### config.mk
export PLATFORM = sky130hd
export DESIGN_NAME = http_response_deframer_unit_flat
export DESIGN_NICKNAME = d
export VERILOG_FILES = /design/src/hw/rtl/hrd_pkg.sv /design/src/hw/rtl/hrd_in_if.sv /design/src/hw/rtl/hrd_out_if.sv /design/src/hw/rtl/hrd_cfg_if.sv /design/src/hw/rtl/hrd_parse_core.sv /design/src/hw/rtl/hrd_result_reg.sv /design/src/hw/rtl/http_response_deframer_unit.sv /design/src/flat_wrapper.sv
export SDC_FILE = /design/constraint.sdc
export NUM_CORES = 1
export LEC_CHECK = 0
export ABC_AREA = 1
export BUFFER_PORTS_ARGS = -buffer_cell sky130_fd_sc_hd__buf_2
export CORE_UTILIZATION = 60
export CTS_CLUSTER_SIZE = 20
export DETAILED_ROUTE_END_ITERATION = 8
export PLACE_DENSITY = 0.79
export SLEW_MARGIN = 20
export SYNTH_ARGS = -nofsm -noshare
export SYNTH_HDL_FRONTEND = slang
export SYNTH_SLANG_ARGS = --single-unit
### constraint.sdc
create_clock -name i_clk -period 20.6 [get_ports i_clk]
set_clock_uncertainty 0.1 [all_clocks]
set_input_delay 1.03 -clock i_clk [delete_from_list [all_inputs] [get_ports i_clk]]
set_output_delay 1.03 -clock i_clk [all_outputs]
set_load 0.005 [all_outputs]
### src/hw/rtl/hrd_pkg.sv
// ----------------------------------------------------------------------------
// hrd_pkg
// Types and constants shared by the response deframer modules
// ----------------------------------------------------------------------------
package hrd_pkg;

    localparam int CAP_W   = 24;
    localparam int BYTE_W  = 8;
    localparam int WORD_W  = 64;
    localparam int OC_W    = 3;
    localparam int PH_W    = 3;
    localparam int MI_W    = 5;

    localparam logic [CAP_W-1:0] CAP_RESET = CAP_W'(4096);

    // parse phases
    localparam logic [PH_W-1:0] PH_VER  = 3'd0;
    localparam logic [PH_W-1:0] PH_CODE = 3'd1;
    localparam logic [PH_W-1:0] PH_REST = 3'd2;
    localparam logic [PH_W-1:0] PH_HDR  = 3'd3;
    localparam logic [PH_W-1:0] PH_BODY = 3'd4;
    localparam logic [PH_W-1:0] PH_DONE = 3'd5;

    // match positions for the header prefix, the length value and the status code
    localparam logic [MI_W-1:0] MI_PREFIX_LAST = 5'd15;
    localparam logic [MI_W-1:0] MI_VALUE       = 5'd16;
    localparam logic [MI_W-1:0] MI_PLUS        = 5'd17;
    localparam logic [MI_W-1:0] MI_ZERO        = 5'd18;
    localparam logic [MI_W-1:0] MI_DIGITS      = 5'd19;
    localparam logic [MI_W-1:0] MI_OTHER       = 5'd31;
    localparam logic [MI_W-1:0] MI_CODE_LEN    = 5'd3;
    localparam logic [MI_W-1:0] MI_CODE_SAT    = 5'd4;

    // outcome codes
    localparam logic [OC_W-1:0] OC_OK        = 3'd0;
    localparam logic [OC_W-1:0] OC_NO_TOKEN  = 3'd1;
    localparam logic [OC_W-1:0] OC_NOT_200   = 3'd2;
    localparam logic [OC_W-1:0] OC_MALFORMED = 3'd3;
    localparam logic [OC_W-1:0] OC_SHORT     = 3'd4;
    localparam logic [OC_W-1:0] OC_NO_SPACE  = 3'd5;

    // characters
    localparam logic [BYTE_W-1:0] CH_SP   = 8'h20;
    localparam logic [BYTE_W-1:0] CH_CR   = 8'h0d;
    localparam logic [BYTE_W-1:0] CH_PLUS = 8'h2b;
    localparam logic [BYTE_W-1:0] CH_0    = 8'h30;
    localparam logic [BYTE_W-1:0] CH_9    = 8'h39;

    localparam int RET_BYTES = WORD_W / BYTE_W;

    localparam logic [16*BYTE_W-1:0] LEN_PREFIX = "Content-Length: ";
    localparam logic [3*BYTE_W-1:0]  OK_CODE    = "200";

    typedef struct packed {
        logic [BYTE_W-1:0]        payload_byte;
        logic                     payload_valid;
        logic                     finished;
        logic [OC_W-1:0]          outcome;
        logic signed [WORD_W-1:0] return_word;
    } t_result;

    function automatic logic [BYTE_W-1:0] prefix_char(input logic [3:0] idx);
        logic [3:0] rev;
        rev = 4'd15 - idx;
        return LEN_PREFIX[rev*BYTE_W +: BYTE_W];
    endfunction

    function automatic logic [BYTE_W-1:0] code_char(input logic [1:0] idx);
        logic [1:0] rev;
        rev = 2'd2 - idx;
        return OK_CODE[rev*BYTE_W +: BYTE_W];
    endfunction

endpackage

### src/hw/rtl/hrd_in_if.sv
// ----------------------------------------------------------------------------
// hrd_in_if
// Byte channel carrying the received response, one byte per beat
// ----------------------------------------------------------------------------
interface hrd_in_if;
    logic       valid;
    logic       ready;
    logic [7:0] raw_byte;
    logic       final_byte;

    modport source (output valid, output raw_byte, output final_byte, input ready);
    modport sink   (input valid, input raw_byte, input final_byte, output ready);
endinterface

### src/hw/rtl/hrd_out_if.sv
// ----------------------------------------------------------------------------
// hrd_out_if
// Result channel: payload bytes and the closing status beat
// ----------------------------------------------------------------------------
interface hrd_out_if;
    logic               valid;
    logic               ready;
    logic [7:0]         payload_byte;
    logic               payload_valid;
    logic               finished;
    logic [2:0]         outcome;
    logic signed [63:0] return_word;

    modport source (output valid, output payload_byte, output payload_valid,
                    output finished, output outcome, output return_word, input ready);
    modport sink   (input valid, input payload_byte, input payload_valid,
                    input finished, input outcome, input return_word, output ready);
endinterface

### src/hw/rtl/hrd_cfg_if.sv
// ----------------------------------------------------------------------------
// hrd_cfg_if
// Configuration write channel for the payload capacity register
// ----------------------------------------------------------------------------
interface hrd_cfg_if;
    logic        valid;
    logic        ready;
    logic [23:0] payload_capacity;

    modport source (output valid, output payload_capacity, input ready);
    modport sink   (input valid, input payload_capacity, output ready);
endinterface

### src/hw/rtl/hrd_parse_core.sv
// ----------------------------------------------------------------------------
// hrd_parse_core
// Per-byte parse state machine: status line, headers, length and body
// ----------------------------------------------------------------------------
module hrd_parse_core #(
    parameter int HEADER_SLACK = 1024,
    parameter int LENGTH_BITS  = 31
) (
    input  logic                      i_clk,
    input  logic                      i_rst_n,
    input  logic                      i_step,
    input  logic [7:0]                i_raw_byte,
    input  logic                      i_final_byte,
    input  logic [hrd_pkg::CAP_W-1:0] i_capacity,
    output logic                      o_has_result,
    output hrd_pkg::t_result          o_result
);
    import hrd_pkg::*;

    localparam int RAW_W = $clog2((1 << CAP_W) + HEADER_SLACK + 1);
    localparam int LEN_W = LENGTH_BITS;
    localparam int CNT_W = LENGTH_BITS + 1;
    localparam int MUL_W = LENGTH_BITS + 4;
    localparam int CMP_W = ((LEN_W > CAP_W) ? LEN_W : CAP_W) + 1;
    localparam logic [MUL_W-1:0] LEN_LIMIT = MUL_W'({LEN_W{1'b1}});
    localparam logic [CNT_W-1:0] CNT_SAT   = {CNT_W{1'b1}};
    localparam logic [CMP_W-1:0] RET_LEN   = CMP_W'(RET_BYTES);

    logic [PH_W-1:0]   r_phase,       n_phase;
    logic [MI_W-1:0]   r_match_index, n_match_index;
    logic              r_status_ok,   n_status_ok;
    logic              r_skip_next,   n_skip_next;
    logic              r_line_empty,  n_line_empty;
    logic [LEN_W-1:0]  r_length,      n_length;
    logic              r_length_seen, n_length_seen;
    logic              r_length_bad,  n_length_bad;
    logic [CNT_W-1:0]  r_body_count,  n_body_count;
    logic [WORD_W-1:0] r_value_shift, n_value_shift;
    logic [RAW_W-1:0]  r_raw_count,   n_raw_count;
    logic [OC_W-1:0]   r_error_code,  n_error_code;

    logic [RAW_W-1:0]  w_limit;
    logic [7:0]        w_c;
    logic              w_digit;
    logic [MUL_W-1:0]  w_len_x10;
    logic [CMP_W-1:0]  w_cap_plus;
    logic [CMP_W-1:0]  w_len_ext;
    logic [CMP_W-1:0]  w_n_len_ext;
    logic              w_allowed;
    logic              w_emit;
    logic [OC_W-1:0]   w_outcome;

    assign w_c         = i_raw_byte;
    assign w_limit     = RAW_W'(i_capacity) + RAW_W'(HEADER_SLACK);
    assign w_digit     = (w_c >= CH_0) && (w_c <= CH_9);
    assign w_len_x10   = (MUL_W'(r_length) << 3) + (MUL_W'(r_length) << 1)
                         + MUL_W'(w_c - CH_0);
    assign w_cap_plus  = CMP_W'(i_capacity) + RET_LEN;
    assign w_len_ext   = CMP_W'(r_length);
    assign w_n_len_ext = CMP_W'(n_length);
    assign w_allowed   = (r_error_code == OC_OK) && r_length_seen
                         && (w_len_ext >= RET_LEN) && (w_len_ext <= w_cap_plus);

    always_comb begin
        n_phase       = r_phase;
        n_match_index = r_match_index;
        n_status_ok   = r_status_ok;
        n_skip_next   = r_skip_next;
        n_line_empty  = r_line_empty;
        n_length      = r_length;
        n_length_seen = r_length_seen;
        n_length_bad  = r_length_bad;
        n_body_count  = r_body_count;
        n_value_shift = r_value_shift;
        n_raw_count   = r_raw_count;
        n_error_code  = r_error_code;
        w_emit        = 1'b0;
        w_outcome     = OC_OK;

        if (i_step && (r_raw_count < w_limit)) begin
            n_raw_count = r_raw_count + 1'b1;
            unique case (r_phase)
                PH_VER: begin
                    if (w_c == CH_SP) begin
                        n_phase       = PH_CODE;
                        n_match_index = '0;
                        n_status_ok   = 1'b1;
                    end else if (w_c == CH_CR) begin
                        n_error_code = OC_NO_TOKEN;
                        n_phase      = PH_DONE;
                    end
                end
                PH_CODE: begin
                    if ((w_c == CH_SP) || (w_c == CH_CR)) begin
                        if (!(r_status_ok && (r_match_index == MI_CODE_LEN))) begin
                            n_error_code = OC_NOT_200;
                            n_phase      = PH_DONE;
                        end else if (w_c == CH_SP) begin
                            n_phase = PH_REST;
                        end else begin
                            n_phase       = PH_HDR;
                            n_skip_next   = 1'b1;
                            n_line_empty  = 1'b1;
                            n_match_index = '0;
                            n_length_bad  = 1'b0;
                        end
                    end else begin
                        if ((r_match_index >= MI_CODE_LEN)
                            || (w_c != code_char(r_match_index[1:0]))) begin
                            n_status_ok = 1'b0;
                        end
                        if (r_match_index < MI_CODE_SAT) begin
                            n_match_index = r_match_index + 1'b1;
                        end
                    end
                end
                PH_REST: begin
                    if (w_c == CH_CR) begin
                        n_phase       = PH_HDR;
                        n_skip_next   = 1'b1;
                        n_line_empty  = 1'b1;
                        n_match_index = '0;
                        n_length_bad  = 1'b0;
                    end
                end
                PH_HDR: begin
                    if (r_skip_next) begin
                        n_skip_next = 1'b0;
                    end else if (w_c == CH_CR) begin
                        if (r_line_empty) begin
                            if (!r_length_seen) begin
                                n_error_code = OC_MALFORMED;
                                n_phase      = PH_DONE;
                            end else begin
                                n_phase     = PH_BODY;
                                n_skip_next = 1'b1;
                            end
                        end else if ((r_match_index >= MI_VALUE) && (r_match_index != MI_OTHER)
                                     && (r_length_bad || (r_match_index < MI_ZERO))) begin
                            n_error_code = OC_MALFORMED;
                            n_phase      = PH_DONE;
                        end else begin
                            if ((r_match_index >= MI_VALUE) && (r_match_index != MI_OTHER)) begin
                                n_length_seen = 1'b1;
                            end
                            n_skip_next   = 1'b1;
                            n_line_empty  = 1'b1;
                            n_match_index = '0;
                            n_length_bad  = 1'b0;
                        end
                    end else begin
                        n_line_empty = 1'b0;
                        if (r_match_index < MI_VALUE) begin
                            if (w_c == prefix_char(r_match_index[3:0])) begin
                                n_match_index = r_match_index + 1'b1;
                                if (r_match_index == MI_PREFIX_LAST) begin
                                    n_length     = '0;
                                    n_length_bad = 1'b0;
                                end
                            end else begin
                                n_match_index = MI_OTHER;
                            end
                        end else if ((r_match_index != MI_OTHER) && !r_length_bad) begin
                            if ((w_c == CH_PLUS) && (r_match_index == MI_VALUE)) begin
                                n_match_index = MI_PLUS;
                            end else if (w_digit) begin
                                if (r_match_index == MI_ZERO) begin
                                    n_length_bad = 1'b1;
                                end else if ((r_match_index == MI_VALUE)
                                             || (r_match_index == MI_PLUS)) begin
                                    n_length      = LEN_W'(w_c - CH_0);
                                    n_match_index = (w_c == CH_0) ? MI_ZERO : MI_DIGITS;
                                end else if (w_len_x10 > LEN_LIMIT) begin
                                    n_length_bad = 1'b1;
                                end else begin
                                    n_length = w_len_x10[LEN_W-1:0];
                                end
                            end else begin
                                n_length_bad = 1'b1;
                            end
                        end
                    end
                end
                PH_BODY: begin
                    if (r_skip_next) begin
                        n_skip_next = 1'b0;
                    end else begin
                        if (r_body_count < CNT_W'(RET_BYTES)) begin
                            n_value_shift[r_body_count[2:0]*BYTE_W +: BYTE_W] = w_c;
                        end else if ((r_body_count < CNT_W'(r_length)) && w_allowed) begin
                            w_emit = 1'b1;
                        end
                        if (r_body_count != CNT_SAT) begin
                            n_body_count = r_body_count + 1'b1;
                        end
                    end
                end
                default: begin
                end
            endcase
        end

        unique case (n_phase)
            PH_VER:  w_outcome = OC_NO_TOKEN;
            PH_CODE: w_outcome = (n_status_ok && (n_match_index == MI_CODE_LEN))
                                 ? OC_MALFORMED : OC_NOT_200;
            PH_REST: w_outcome = OC_MALFORMED;
            PH_HDR:  w_outcome = OC_MALFORMED;
            PH_BODY: begin
                if (!n_length_seen || (n_body_count < CNT_W'(n_length))) begin
                    w_outcome = OC_MALFORMED;
                end else if (w_n_len_ext < RET_LEN) begin
                    w_outcome = OC_SHORT;
                end else if (w_n_len_ext > w_cap_plus) begin
                    w_outcome = OC_NO_SPACE;
                end else begin
                    w_outcome = OC_OK;
                end
            end
            default: w_outcome = n_error_code;
        endcase
    end

    assign o_has_result           = i_step && (w_emit || i_final_byte);
    assign o_result.payload_byte  = w_emit ? w_c : 8'd0;
    assign o_result.payload_valid = w_emit;
    assign o_result.finished      = i_final_byte;
    assign o_result.outcome       = i_final_byte ? w_outcome : OC_OK;
    assign o_result.return_word   = (i_final_byte && (w_outcome == OC_OK))
                                    ? $signed(n_value_shift) : '0;

    always_ff @(posedge i_clk) begin
        if (!i_rst_n || (i_step && i_final_byte)) begin
            r_phase       <= PH_VER;
            r_match_index <= '0;
            r_status_ok   <= 1'b0;
            r_skip_next   <= 1'b0;
            r_line_empty  <= 1'b1;
            r_length      <= '0;
            r_length_seen <= 1'b0;
            r_length_bad  <= 1'b0;
            r_body_count  <= '0;
            r_value_shift <= '0;
            r_raw_count   <= '0;
            r_error_code  <= OC_OK;
        end else begin
            r_phase       <= n_phase;
            r_match_index <= n_match_index;
            r_status_ok   <= n_status_ok;
            r_skip_next   <= n_skip_next;
            r_line_empty  <= n_line_empty;
            r_length      <= n_length;
            r_length_seen <= n_length_seen;
            r_length_bad  <= n_length_bad;
            r_body_count  <= n_body_count;
            r_value_shift <= n_value_shift;
            r_raw_count   <= n_raw_count;
            r_error_code  <= n_error_code;
        end
    end

endmodule

### src/hw/rtl/hrd_result_reg.sv
// ----------------------------------------------------------------------------
// hrd_result_reg
// Output register holding one result beat until the consumer takes it
// ----------------------------------------------------------------------------
module hrd_result_reg (
    input  logic             i_clk,
    input  logic             i_rst_n,
    input  logic             i_load,
    input  hrd_pkg::t_result i_result,
    output logic             o_free,
    hrd_out_if.source        o_out
);
    import hrd_pkg::*;

    logic    r_valid;
    t_result r_result;

    assign o_free = !r_valid || o_out.ready;

    always_ff @(posedge i_clk) begin
        if (!i_rst_n) begin
            r_valid <= 1'b0;
        end else if (i_load) begin
            r_valid <= 1'b1;
        end else if (o_out.ready) begin
            r_valid <= 1'b0;
        end
    end

    always_ff @(posedge i_clk) begin
        if (i_load) begin
            r_result <= i_result;
        end
    end

    assign o_out.valid         = r_valid;
    assign o_out.payload_byte  = r_result.payload_byte;
    assign o_out.payload_valid = r_result.payload_valid;
    assign o_out.finished      = r_result.finished;
    assign o_out.outcome       = r_result.outcome;
    assign o_out.return_word   = r_result.return_word;

endmodule

### src/hw/rtl/http_response_deframer_unit.sv
// ----------------------------------------------------------------------------
// http_response_deframer_unit
// Deframes an HTTP response byte stream into payload bytes and a status beat
// ----------------------------------------------------------------------------
// One response byte is taken per beat, and one byte per clock is sustained
// while the output is not stalled. Each byte passes an input register, the
// parse state machine and an output register, which holds its result beat.
// While a beat waits on a stalled output, the next byte is held in the input
// register, whether or not it produces a beat. A beat
// is produced for every payload byte and for the byte marked final, which
// carries the outcome and the little-endian return value; bytes that only
// advance the parse produce no beat. Payload bytes already sent before an
// error is found are not withdrawn. The capacity register may only be
// written while no response is in flight.
module http_response_deframer_unit #(
    parameter int HEADER_SLACK = 1024,
    parameter int LENGTH_BITS  = 31
) (
    input  logic      i_clk,
    input  logic      i_rst_n,
    hrd_in_if.sink    i_in,
    hrd_out_if.source o_out,
    hrd_cfg_if.sink   i_cfg
);
    import hrd_pkg::*;

    logic             r_in_valid;
    logic [7:0]       r_raw_byte;
    logic             r_final_byte;
    logic [CAP_W-1:0] r_capacity;

    logic             w_step;
    logic             w_free;
    logic             w_has_result;
    t_result          w_result;

    assign w_step     = r_in_valid && w_free;
    assign i_in.ready = !r_in_valid || w_step;
    assign i_cfg.ready = 1'b1;

    always_ff @(posedge i_clk) begin
        if (!i_rst_n) begin
            r_in_valid <= 1'b0;
        end else if (i_in.valid && i_in.ready) begin
            r_in_valid <= 1'b1;
        end else if (w_step) begin
            r_in_valid <= 1'b0;
        end
    end

    always_ff @(posedge i_clk) begin
        if (i_in.valid && i_in.ready) begin
            r_raw_byte   <= i_in.raw_byte;
            r_final_byte <= i_in.final_byte;
        end
    end

    always_ff @(posedge i_clk) begin
        if (!i_rst_n) begin
            r_capacity <= CAP_RESET;
        end else if (i_cfg.valid && i_cfg.ready) begin
            r_capacity <= i_cfg.payload_capacity;
        end
    end

    hrd_parse_core #(
        .HEADER_SLACK (HEADER_SLACK),
        .LENGTH_BITS  (LENGTH_BITS)
    ) u_core (
        .i_clk        (i_clk),
        .i_rst_n      (i_rst_n),
        .i_step       (w_step),
        .i_raw_byte   (r_raw_byte),
        .i_final_byte (r_final_byte),
        .i_capacity   (r_capacity),
        .o_has_result (w_has_result),
        .o_result     (w_result)
    );

    hrd_result_reg u_result (
        .i_clk    (i_clk),
        .i_rst_n  (i_rst_n),
        .i_load   (w_has_result),
        .i_result (w_result),
        .o_free   (w_free),
        .o_out    (o_out)
    );

`ifndef SYNTH
    a_held_byte_kept: assert property (@(posedge i_clk) disable iff (!i_rst_n)
        r_in_valid && !w_free |=> r_in_valid && $stable(r_raw_byte))
        else $error("held input byte lost while output stalled");

    a_result_needs_room: assert property (@(posedge i_clk) disable iff (!i_rst_n)
        w_has_result |-> w_free && w_step)
        else $error("result produced without room in output register");

    a_status_only_final: assert property (@(posedge i_clk) disable iff (!i_rst_n)
        o_out.valid && !o_out.finished |-> o_out.outcome == OC_OK && o_out.return_word == '0)
        else $error("status fields set on a payload-only beat");

    a_word_only_ok: assert property (@(posedge i_clk) disable iff (!i_rst_n)
        o_out.valid && o_out.outcome != OC_OK |-> o_out.return_word == '0)
        else $error("return value reported with an error outcome");
`endif

endmodule
### src/flat_wrapper.sv
// flat-port wrapper written by rule: the top's interface ports become plain ports
module http_response_deframer_unit_flat import hrd_pkg::*;
#(
    parameter int HEADER_SLACK = 1024,
    parameter int LENGTH_BITS  = 31
)
  (i_clk, i_rst_n, i_in_valid, i_in_raw_byte, i_in_final_byte, i_in_ready, o_out_valid, o_out_payload_byte, o_out_payload_valid, o_out_finished, o_out_outcome, o_out_return_word, o_out_ready, i_cfg_valid, i_cfg_payload_capacity, i_cfg_ready);
  hrd_in_if i_in_i ();
  hrd_out_if o_out_i ();
  hrd_cfg_if i_cfg_i ();
  input  logic i_clk;
  input  logic i_rst_n;
  input wire logic [$bits(i_in_i.valid)-1:0] i_in_valid;
  input wire logic [$bits(i_in_i.raw_byte)-1:0] i_in_raw_byte;
  input wire logic [$bits(i_in_i.final_byte)-1:0] i_in_final_byte;
  output wire logic [$bits(i_in_i.ready)-1:0] i_in_ready;
  output wire logic [$bits(o_out_i.valid)-1:0] o_out_valid;
  output wire logic [$bits(o_out_i.payload_byte)-1:0] o_out_payload_byte;
  output wire logic [$bits(o_out_i.payload_valid)-1:0] o_out_payload_valid;
  output wire logic [$bits(o_out_i.finished)-1:0] o_out_finished;
  output wire logic [$bits(o_out_i.outcome)-1:0] o_out_outcome;
  output wire logic [$bits(o_out_i.return_word)-1:0] o_out_return_word;
  input wire logic [$bits(o_out_i.ready)-1:0] o_out_ready;
  input wire logic [$bits(i_cfg_i.valid)-1:0] i_cfg_valid;
  input wire logic [$bits(i_cfg_i.payload_capacity)-1:0] i_cfg_payload_capacity;
  output wire logic [$bits(i_cfg_i.ready)-1:0] i_cfg_ready;
  assign i_in_i.valid = i_in_valid;
  assign i_in_i.raw_byte = i_in_raw_byte;
  assign i_in_i.final_byte = i_in_final_byte;
  assign i_in_ready = i_in_i.ready;
  assign o_out_valid = o_out_i.valid;
  assign o_out_payload_byte = o_out_i.payload_byte;
  assign o_out_payload_valid = o_out_i.payload_valid;
  assign o_out_finished = o_out_i.finished;
  assign o_out_outcome = o_out_i.outcome;
  assign o_out_return_word = o_out_i.return_word;
  assign o_out_i.ready = o_out_ready;
  assign i_cfg_i.valid = i_cfg_valid;
  assign i_cfg_i.payload_capacity = i_cfg_payload_capacity;
  assign i_cfg_ready = i_cfg_i.ready;
  http_response_deframer_unit #(.HEADER_SLACK(HEADER_SLACK), .LENGTH_BITS(LENGTH_BITS)) u_core (.i_clk(i_clk), .i_rst_n(i_rst_n), .i_in(i_in_i), .o_out(o_out_i), .i_cfg(i_cfg_i));
endmodule
## Yosys cells after proc, flatten, opt, wreduce, memory -nomap -nowiden

Index checks and enable logic that the tools add are counted.

- Register bits: 280
- Output and inout port bits: 80
- Word-level logic and storage cells: 256

- Add/sub/neg operators: 12
- Magnitude comparators: 16
- Eq/ne operators: 35
- Shift-type cells: 4
- Muxes and demuxes: 124
- Reduce and logical (&&, ||, !) cells: 43

Operators by type and width:

| kind | number |
|---|---|
| two-way mux 31 bit | 13 |
| two-way mux 64 bit | 4 |
| two-way mux 32 bit | 4 |
| indexed part select 128 x 8 -> 8 bit (first input constant) | 1 |
| two-way mux 5 bit | 18 |
| two-way mux 3 bit | 23 |
| bitwise mux 64 bit | 1 |
| < comparator 32 x 31 -> 1 bit | 2 |
| variable shift 8 x 34 -> 64 bit (first input constant) | 1 |
| indexed part select 8 x 34 -> 64 bit | 1 |
| two-way mux 1 bit | 53 |
| adder 34 x 32 -> 35 bit | 1 |
| adder 35 bit | 1 |
| > comparator 35 x 31 -> 1 bit (second input constant) | 1 |
| negator 6 -> 34 bit | 1 |
| adder 32 x 1 -> 32 bit (second input constant) | 1 |
| < comparator 32 x 4 -> 1 bit (second input constant) | 1 |
| != test 32 bit (second input constant) | 1 |
| >= comparator 31 x 4 -> 1 bit (second input constant) | 1 |
| > comparator 31 x 25 -> 1 bit | 1 |
| less-or-equal comparator 31 x 25 -> 1 bit | 1 |
| < comparator 31 x 4 -> 1 bit (second input constant) | 1 |
| adder 24 x 11 -> 25 bit (second input constant) | 1 |
| adder 24 x 4 -> 25 bit (second input constant) | 1 |
| 45 further kinds | 100 |

## Longest topological paths before layout

Gate-level depths: netlist of the first run.

- Word-level depth: 21
- Mapped depth: 49
- Gate-level depth less buffers: 47

## Hierarchy

A second synthesis of the first run with hierarchy kept.

- Cells, all modules: 2881
- Area total of the unflattened synthesis: 21001.4 sq um

By module, submodules not included:

| module | instances | cells an instance | area each (sq um) | seq. area each (sq um) |
|---|---|---|---|---|
| hrd_parse_core | 1 | 2675 | 17476.8 | 3363.2 |
| hrd_result_reg | 1 | 83 | 2358.5 | 2332.2 |
| http_response_deframer_unit | 1 | 123 | 1166.1 | 770.7 |

## Worst setup path after synthesis of the first run

Ideal clock, no wire load.

- Path type: reg2reg
- Start point: reg u_core.r_raw_byte[6]
- End point: reg u_core.u_result.r_result (netlist bit u_core.u_result.o_out.return_word[7]) (data pin)
- Library setup time: 0.136 ns
- Arrival time: 7.114 ns
- Slack: 13.250 ns
- Cell stages (with the launch flop): 47
- Path buffers: 3
- Period minus slack after synthesis: 7.350 ns
- Path through: edfxtp_1 nor2_2 inv_1 nor2_1 fa_1 ha_1 nand2_1 inv_1 a21oi_1 nand2_1 a21oi_1 nand2_1 nand2_1 nand2_2 nor2_4 nand2_4 buf_6 buf_2 (+11 left out) a221oi_1 nor2_1 o211ai_1 nand3b_1 nand4_1 nand2_1 nand2_1 nand2_1 nand2_1 nand3_1 nand2_1 nand2_1 nand2_1 nor2_1 nor2_2 nand3_4 buf_6 nor2_2

- Word-level cells in the longest chain between the ends: 21

RTL lines:

| what | line | source |
|---|---|---|
| from (decl) | http_response_deframer_unit.sv:28 | `logic [7:0] r_raw_byte;` |
| from (signal assigned) | http_response_deframer_unit.sv:53 | `r_raw_byte <= i_in.raw_byte;` |
| subtractor 8 x 6 -> 9 bit | hrd_parse_core.sv:57 | `+ MUL_W'(w_c - CH_0);` |
| adder 35 bit | hrd_parse_core.sv:57 |  |
| > comparator 35 x 31 -> 1 bit | hrd_parse_core.sv:173 | `end else if (w_len_x10 > LEN_LIMIT) begin` |
| two-way mux 31 bit | hrd_parse_core.sv:173 |  |
| two-way mux 31 bit | hrd_parse_core.sv:169 | `end else if ((r_match_index == MI_VALUE)` |
| two-way mux 31 bit | hrd_parse_core.sv:167 | `if (r_match_index == MI_ZERO) begin` |
| two-way mux 31 bit | hrd_parse_core.sv:166 | `end else if (w_digit) begin` |
| two-way mux 31 bit | hrd_parse_core.sv:164 | `if ((w_c == CH_PLUS) && (r_match_index == MI_VALUE)) begin` |
| (+6 left out) | -- |  |
| via u_core.u_core.n_length[1] | hrd_parse_core.sv:34 | `logic [LEN_W-1:0] r_length, n_length;` |
| > comparator 31 x 25 -> 1 bit | hrd_parse_core.sv:214 | `end else if (w_n_len_ext > w_cap_plus) begin` |
| two-way mux 3 bit | hrd_parse_core.sv:214 |  |
| two-way mux 3 bit | hrd_parse_core.sv:212 | `end else if (w_n_len_ext < RET_LEN) begin` |
| two-way mux 3 bit * | hrd_parse_core.sv:210 | `if (!n_length_seen \|\| (n_body_count < CNT_W'(n_length))) begin` |
| case mux 3 bit (4 select lines) * | hrd_parse_core.sv:203 | `unique case (n_phase)` |
| logical NOT 3 bit * | hrd_parse_core.sv:229 | `assign o_result.return_word = (i_final_byte && (w_outcome == OC_OK))` |
| logical AND 1 bit * | hrd_parse_core.sv:229 |  |
| to (signal assigned) | hrd_result_reg.sv:32 | `r_result <= i_result;` |
| to (decl) | hrd_result_reg.sv:16 | `t_result r_result;` |

The timed path passes the listed nets; every way through them passes the cells marked *.
A chain may end at the register's enable or synchronous reset.

## Worst setup path after layout of the first run

- Start point: reg u_core.r_capacity[10]
- End point: reg u_core.u_result.r_result (netlist bit u_core.u_result.o_out.return_word[13]) (data pin)

- Word-level cells in the longest chain between the ends: 11

RTL lines:

| what | line | source |
|---|---|---|
| from (decl) | http_response_deframer_unit.sv:30 | `logic [CAP_W-1:0] r_capacity;` |
| from (signal assigned) | http_response_deframer_unit.sv:62 | `r_capacity <= i_cfg.payload_capacity;` |
| adder 24 x 11 -> 25 bit * | hrd_parse_core.sv:54 | `assign w_limit = RAW_W'(i_capacity) + RAW_W'(HEADER_SLACK);` |
| < comparator 25 bit * | hrd_parse_core.sv:80 | `if (i_step && (r_raw_count < w_limit)) begin` |
| logical AND 1 bit * | hrd_parse_core.sv:80 |  |
| two-way mux 31 bit * | hrd_parse_core.sv:80 |  |
| via u_core.u_core.n_length[2] | hrd_parse_core.sv:34 |  |
| > comparator 31 x 25 -> 1 bit | hrd_parse_core.sv:214 |  |
| two-way mux 3 bit | hrd_parse_core.sv:214 |  |
| two-way mux 3 bit | hrd_parse_core.sv:212 |  |
| two-way mux 3 bit * | hrd_parse_core.sv:210 |  |
| case mux 3 bit (4 select lines) * | hrd_parse_core.sv:203 |  |
| logical NOT 3 bit * | hrd_parse_core.sv:229 |  |
| logical AND 1 bit * | hrd_parse_core.sv:229 |  |

Marked as above.

==> impl_metrics.csv, run 1 <==
group,metric,value,unit
logic_synthesis,synth.distinct_cells,66,
clocking,clk_latency,0.60,ns
layout,final.fill_count,2989,
setup_path,crit_path_start_kind,"flop",
min_path,min_path_type,"flop to flop",
clocking,cts_tree,"yes",
logic_synthesis,synth_edf_count,86,
min_path,hold_start,"u_core.u_core.r_length_bad$_SDFFE_PP0P_",
drt,drc,0,
setup_path,startpoint,"u_core.r_capacity[10]$_SDFFE_PN0P_",
clocking,post_cts_resized,0,
floorplanning,num_io_pins,118,
logic_synthesis,synth_ff_type,"dfxtp_1",
sta,tns,0,ns
place,io_buffers,116,
setup_path,worst_path_max_delay_cell,"nor2_1",
sta,worst_slew_pin_slew,1.09,ns
drt,wl_per_cell,17.5,um
min_path,whs_endpoint,"u_core.u_core.r_length_bad$_SDFFE_PP0P_",
logic_synthesis,async_flop_share,0,
layout,final-seq-area,0.00647,mm2
power,power.switching,0.327,mW
sta,slew_viol_final,0,
layout,drive_gt1_frac,0.100,
drt,firstDrtPassIters,6,
power,p_int,0.930,mW
logic_synthesis,syn_area,0.0207,mm2
layout,insertedDiodeCount,0,
setup_path,worstReg2RegStart,"u_core.r_capacity[10]$_SDFFE_PN0P_",
setup_path,r2r_end,"u_core.u_result.o_out.return_word[13]$_SDFFCE_PN0P_",
sta,finalCritPeriodShare,0.427,
place,placed_cell_area,0.0215,mm2
floorplanning,initial_core_util,0.613,
global_routing,grt_usage,0.344,
power,p_seq_frac,0.463,
global_routing,grt_pass1_vias,19000,
place,gp_congestion,1.00,
clocking,clock_sinks,280,
power,ir_drop,0.0651,mV
clocking,htree_levels,1,
setup_path,crit_required,20.90,ns
clocking,clk_path_buf_depth,3,
clocking,cts_buffers,31,
setup_path,critPathCaptureType,"flop",
clocking,cts_root_buf,"clkbuf_16",
power,power_density,55.6,mW/mm2
setup_path,crit_path_frequent_cell,"nand2_1",
sta,rsz0062_at_grt,"false",
drt,wirelength,60.7,mm
run_status,status,"finished clean",
sta,whs,0.369,ns
power,pwr-share-clk,0.451,
drt,drt_iter0_drc,2036,
sta,fin_crit,8.79,ns
logic_synthesis,yosys_warnings,0,
setup_path,cpPeakStageDelay,0.85,ns
layout,finalNetCount,3245,
drt,vias_per_cell,5.78,
floorplanning,die_x,188,um
power,switching_share,0.260,
min_path,hold_depth,2,
sta,final_hold_viol_count,0,
logic_synthesis,yosysSeqAreaShare,0.313,
layout,synthToLayoutAreaGrowth,9.28,%
clocking,cts_hold_buf,0,
setup_path,critPathKind,"flop to flop",
layout,multiInputGateArea,0.0123,mm2
place,hpwlAfterDp,46.7,mm
power,total_leakage_power,10.6,nW
setup_path,reg2reg_slack,11.81,ns
setup_path,r2r_cells,41,
sta,setup_viol,0,
run,drv_cap,0,
floorplanning,row_count,67,
logic_synthesis,ys_seq_elements,280,
floorplanning,die_area,0.0352,mm2
power,power_frac_comb,0.085,
logic_synthesis,synthCells,2909,
floorplanning,die-height,188,um
global_routing,grt_pass1_wl,97.3,mm
setup_path,worstPathArrival,9.09,ns
setup_path,critPathMaxFanout,64,
logic_synthesis,syn_area_per_cell,7.11,um2
global_routing,gr-total-overflow,0,
clocking,post_cts_buffers,0,
global_routing,grt_max_degree,98,
layout,stdcell_area,0.0226,mm2
clocking,cts.clk_slew.worst_paths,0.07,ns
floorplanning,coreArea,0.0337,mm2
drt,drtAntennaViolNets,0,
sta,max_freq,114,MHz
sta,max-slew-margin-rel,0.272,
global_routing,antenna_found_initial,0,
logic_synthesis,syn_nets,3159,
drt,via_count,20000,
## area by class of cell
class                      count  area share
inverter                     414      0.0689
tap                          448      0.0248
clock buffer                  39      0.0379
sequential                   280       0.286
clock inverter                18     0.00803
timing repair buffer         125      0.0289
multi-input combinational   2143       0.545
## worst max path at each step
stage / to / slack (ns)
after CTS: u_core.u_result.o_out.return_word[13]$_SDFFCE_PN0P_ / 11.92
after global routing: u_core.u_result.o_out.return_word[13]$_SDFFCE_PN0P_ / 11.07
after detailed placement: u_core.u_result.o_out.return_word[61]$_SDFFCE_PN0P_ / 12.09
final: u_core.u_result.o_out.return_word[13]$_SDFFCE_PN0P_ / 11.81
after floorplan: u_core.u_result.o_out.return_word[7]$_SDFFCE_PN0P_ / 13.25
after global placement: u_core.u_result.o_out.return_word[60]$_SDFFCE_PN0P_ / 12.56
## state kept, by name, indices dropped and copies added, names as in the netlist, 5 cells and up
name                                flops
u_core.r_raw_byte                       8
u_core.u_core.r_raw_count              25
u_core.u_core.r_length                 31
u_core.u_result.o_out.payload_byte      8
u_core.u_core.r_match_index             5
u_core.u_core.r_value_shift            64
u_core.u_core.r_body_count             32
u_core.r_capacity                      24
u_core.u_result.o_out.return_word      64
## placed cells by master, fill, tap and decap left out, types with 7 or more instances in the layout
cell type / count
a211oi_1: 10
a21o_1: 7
a21oi_1: 209
a31oi_1: 10
buf_2: 116
buf_4: 8
clkbuf_16: 31
clkinv_2: 8
dfxtp_1: 194
edfxtp_1: 86
fa_1: 30
ha_1: 182
inv_1: 395
inv_2: 13
mux2_2: 7
mux2i_1: 16
nand2_1: 617
nand2_2: 12
nand3_1: 108
nand3b_1: 7
nand4_1: 50
nor2_1: 365
nor2_2: 64
nor3_1: 71
nor4_1: 22
o211ai_1: 12
o21ai_0: 163
o21ai_1: 16
o221ai_1: 7
o31ai_1: 13
xnor2_1: 16
xor2_1: 58
## logic make-up after synthesis
kind of cell,Yosys count,synth area share
compound gates,487,0.131
xor+xnor,74,0.0314
mux,23,0.0116
buf+inv,486,0.0921
other cells,1,0.000181
flops,280,0.313
fa+ha+maj,212,0.139
simple gates,1346,0.282
## power by group through the flow
stage / clock network [mW] / logic [mW] / registers [mW]
finish: 0.567 / 0.107 / 0.582
floorplan: 0 / 0.0750 / 0.592
CTS: 0.570 / 0.105 / 0.582
global route: 0.591 / 0.120 / 0.583
detailed placement: 0 / 0.105 / 0.594
global placement: 0 / 0.102 / 0.594
## synth_stat cells, drive strengths merged (2+ instances only)
master / count / area [um2]
a211oi: 10 / 75.1
a21boi: 3 / 22.5
a21o: 7 / 52.6
a21oi: 211 / 1060
a221oi: 3 / 26.3
a22oi: 3 / 22.5
a31oi: 11 / 75.1
and3: 4 / 25.0
buf: 22 / 160
clkbuf: 50 / 189
clkinv: 6 / 23.8
dfxtp: 194 / 3880
edfxtp: 86 / 2580
fa: 30 / 601
ha: 182 / 2280
inv: 408 / 1530
mux2: 7 / 78.8
mux2i: 16 / 160
nand2: 632 / 2410
nand3: 111 / 578
nand3b: 7 / 52.6
nand4: 51 / 325
nor2: 433 / 1810
nor3: 76 / 405
nor3b: 3 / 22.5
nor4: 23 / 150
o2111ai: 4 / 35.0
o211ai: 12 / 90.1
o21a: 5 / 37.5
o21ai: 179 / 896
o21bai: 3 / 22.5
o221ai: 7 / 61.3
o22ai: 4 / 25.0
o311ai: 3 / 26.3
o31a: 2 / 17.5
o31ai: 13 / 97.6
or2: 6 / 37.5
xnor2: 16 / 140
xor2: 58 / 508
## stage by stage
stage,util,worst slack (ns),instances,power (mW)
3_3_place_gp,0.639,12.56,3410,0.696
2_1_floorplan,-,13.25,2909,0.667
3_5_place_dp,0.639,12.09,3410,0.699
5_1_grt,0.670,11.07,3467,1.29
6_report,0.670,11.81,3467,1.26
4_1_cts,0.670,11.92,3467,1.26
## worst max-delay path, delay by kind of cell (launching register included)
| kind | cells | cell delay [ns] |
|---|---|---|
| AOI/OAI and AO/OA | 10 | 1.91 |
| xor gates and xnor gates | 1 | 0.14 |
| adders and majority gates | 3 | 0.78 |
| buffers and inverters | 3 | 0.51 |
| DFF | 1 | 0.44 |
| and+or+nand+nor | 24 | 4.67 |
## per-layer routing
layer	part of all wire	global-route usage	up-vias
met3	0.067	0.0393	182
met2	0.47	0.586	875
met4	0.053	0.177	0
met5	0	0	-
met1	0.41	0.429	9236
li1	-	-	9730
Note: power is estimated with default switching activity, not from simulation.
==> run 2: changes to the inputs <==
==> constraint.sdc (replaced) <==
create_clock -name i_clk -period 8.8 [get_ports i_clk]
set_clock_uncertainty 0.1 [all_clocks]
set_input_delay 0.44 -clock i_clk [delete_from_list [all_inputs] [get_ports i_clk]]
set_output_delay 0.44 -clock i_clk [all_outputs]
set_load 0.005 [all_outputs]
==> impl_metrics.csv, run 2 (synthesis gave the netlist of run 1 again) <==
group,metric,value,unit
sta,final_hold_viol_count,0,
clocking,clk_latency,0.59,ns
clocking,cts_buffers,31,
setup_path,worst_path_max_delay_cell,"dfxtp_1",
floorplanning,initial_core_util,0.613,
clocking,cts_root_buf,"clkbuf_16",
layout,layout_commonest_cell,"nand2_1",
min_path,min_path_type,"primary input to flop",
floorplanning,die_x,188,um
setup_path,critPathKind,"flop to flop",
layout,synthToLayoutAreaGrowth,10.7,%
min_path,hold_depth,3,
layout,stdcell_count,3492,
layout,insertedDiodeCount,0,
floorplanning,die_area,0.0352,mm2
layout,drive_gt1_frac,0.102,
drt,drt_iter0_drc,2029,
power,total_leakage_power,10.7,nW
clocking,cts_tree,"yes",
global_routing,grt_max_degree,87,
sta,setup_viol,0,
setup_path,crit_path_frequent_cell,"nand2_1",
setup_path,crit_path_start_kind,"flop",
place,dp.cells,3418,
floorplanning,num_io_pins,118,
sta,worst_slew_pin_slew,1.05,ns
setup_path,critPathCaptureType,"flop",
drt,via_count,20200,
floorplanning,die-height,188,um
drt,firstDrtPassIters,6,
place,io_buffers,116,
global_routing,antenna_found_initial,0,
sta,slew_viol_final,0,
sta,finalCritPeriodShare,0.929,
floorplanning,coreArea,0.0337,mm2
drt,wl_per_cell,17.6,um
run_status,status,"finished clean",
run,drv_cap,0,
drt,vias_per_cell,5.77,
layout,final_cell_mix,"nand2_1, inv_1, nor2_1",
setup_path,crit_required,9.15,ns
global_routing,grt_pass1_vias,19000,
setup_path,critPathMaxFanout,17,
setup_path,cpPeakStageDelay,0.46,ns
global_routing,grt_usage,0.345,
setup_path,worstPathArrival,8.52,ns
setup_path,r2r_cells,39,
drt,drtAntennaViolNets,0,
global_routing,gr-total-overflow,0,
clocking,htree_levels,1,
clocking,clk_path_buf_depth,3,
place,hpwlAfterDp,47.7,mm
place,gp_congestion,1.03,
power,power_density,132,mW/mm2
drt,drc,0,
global_routing,grt_pass1_wl,97.7,mm
clocking,clock_sinks,280,
clocking,cts.clk_slew.worst_paths,0.06,ns
sta,max_freq,122,MHz
sta,rsz0062_at_grt,"false",
sta,fin_crit,8.18,ns
sta,max-slew-margin-rel,0.300,
floorplanning,row_count,67,
power,ir_drop,0.154,mV
sta,whs,0.0199,ns
layout,finalNetCount,3270,
sta,tns,0,ns
drt,wirelength,61.5,mm
-- run 2: cell types whose count changed in the layout (fill, tap and decap cells not counted), moves of 2 or more --
cell / before / now
buf_4: 8 / 17
clkinv_4: 2 / 0
bufinv_16: 2 / 5
clkinvlp_4: 1 / 3
clkinv_1: 6 / 8
dlygate4sd3_1: 0 / 16
clkinv_2: 8 / 6
-- run 2: final cells by class --
cell class	count	area, um2
fill	2949	10800
clock inverter	20	258
timing repair buffer	149	868
multi-input combinational	2144	12300
tap	448	561
sequential	280	6470
clock buffer	37	838
inverter	414	1560
-- run 2: final timing paths --
kind / slack, ns / to / startpoint
max: 0.62 / u_core.u_result.o_out.return_word[1]$_SDFFCE_PN0P_ / u_core.r_capacity[10]$_SDFFE_PN0P_
min reg2reg: 0.38 / u_core.u_core.r_length_bad$_SDFFE_PP0P_ / u_core.u_core.r_length_bad$_SDFFE_PP0P_
max reg2reg: 0.62 / u_core.u_result.o_out.return_word[1]$_SDFFCE_PN0P_ / u_core.r_capacity[10]$_SDFFE_PN0P_
min: 0.02 / u_core.r_capacity[12]$_SDFFE_PN1P_ / i_cfg_payload_capacity[12]
-- run 2: stage by stage --
step | total power, mW | setup slack (ns) | area (um2) | utilization
CTS | 3.02 | 0.570 | 22900 | 0.678
finish | 3.02 | 0.624 | 22900 | 0.679
detailed placement | 1.64 | 0.679 | 21600 | 0.641
floorplan | 1.56 | 1.45 | 20700 | -
global placement | 1.63 | 0.696 | 21600 | 0.641
global route | 3.10 | 0.00277 | 22900 | 0.679
-- run 2: layer usage --
| layer | share of wire | up-vias | track usage |
|---|---|---|---|
| li1 | - | 9804 | - |
| met1 | 0.40 | 9240 | 0.434 |
| met2 | 0.48 | 923 | 0.598 |
| met3 | 0.075 | 187 | 0.0386 |
| met4 | 0.044 | 0 | 0.147 |
| met5 | 0 | - | 0 |
-- run 2: repair_timing --
| action | 4_1_cts | 5_1_grt |
|---|---|---|
| resized for setup | 0 | 1 |
| endpoints found under the setup margin | 0 | 35 |
| setup buffers | 0 | 0 |
| endpoints found under the hold margin | 16 | 0 |
| hold buffers | 16 | 0 |
-- run 2: report_power, final --
| part | total [mW] | switching (mW) | internal [mW] |
|---|---|---|---|
| registers | 1.36 | 0.0182 | 1.35 |
| clock network | 1.39 | 0.563 | 0.831 |
| logic | 0.259 | 0.178 | 0.0810 |
-- run 2: critical path: cells and delay by family (launching register included) --
kind | cells | cell delay, ns
simple gates | 27 | 5.21
buf+inv | 3 | 0.49
xor+xnor | 2 | 0.35
flops | 1 | 0.46
compound gates | 4 | 0.61
fa+ha+maj | 3 | 0.80
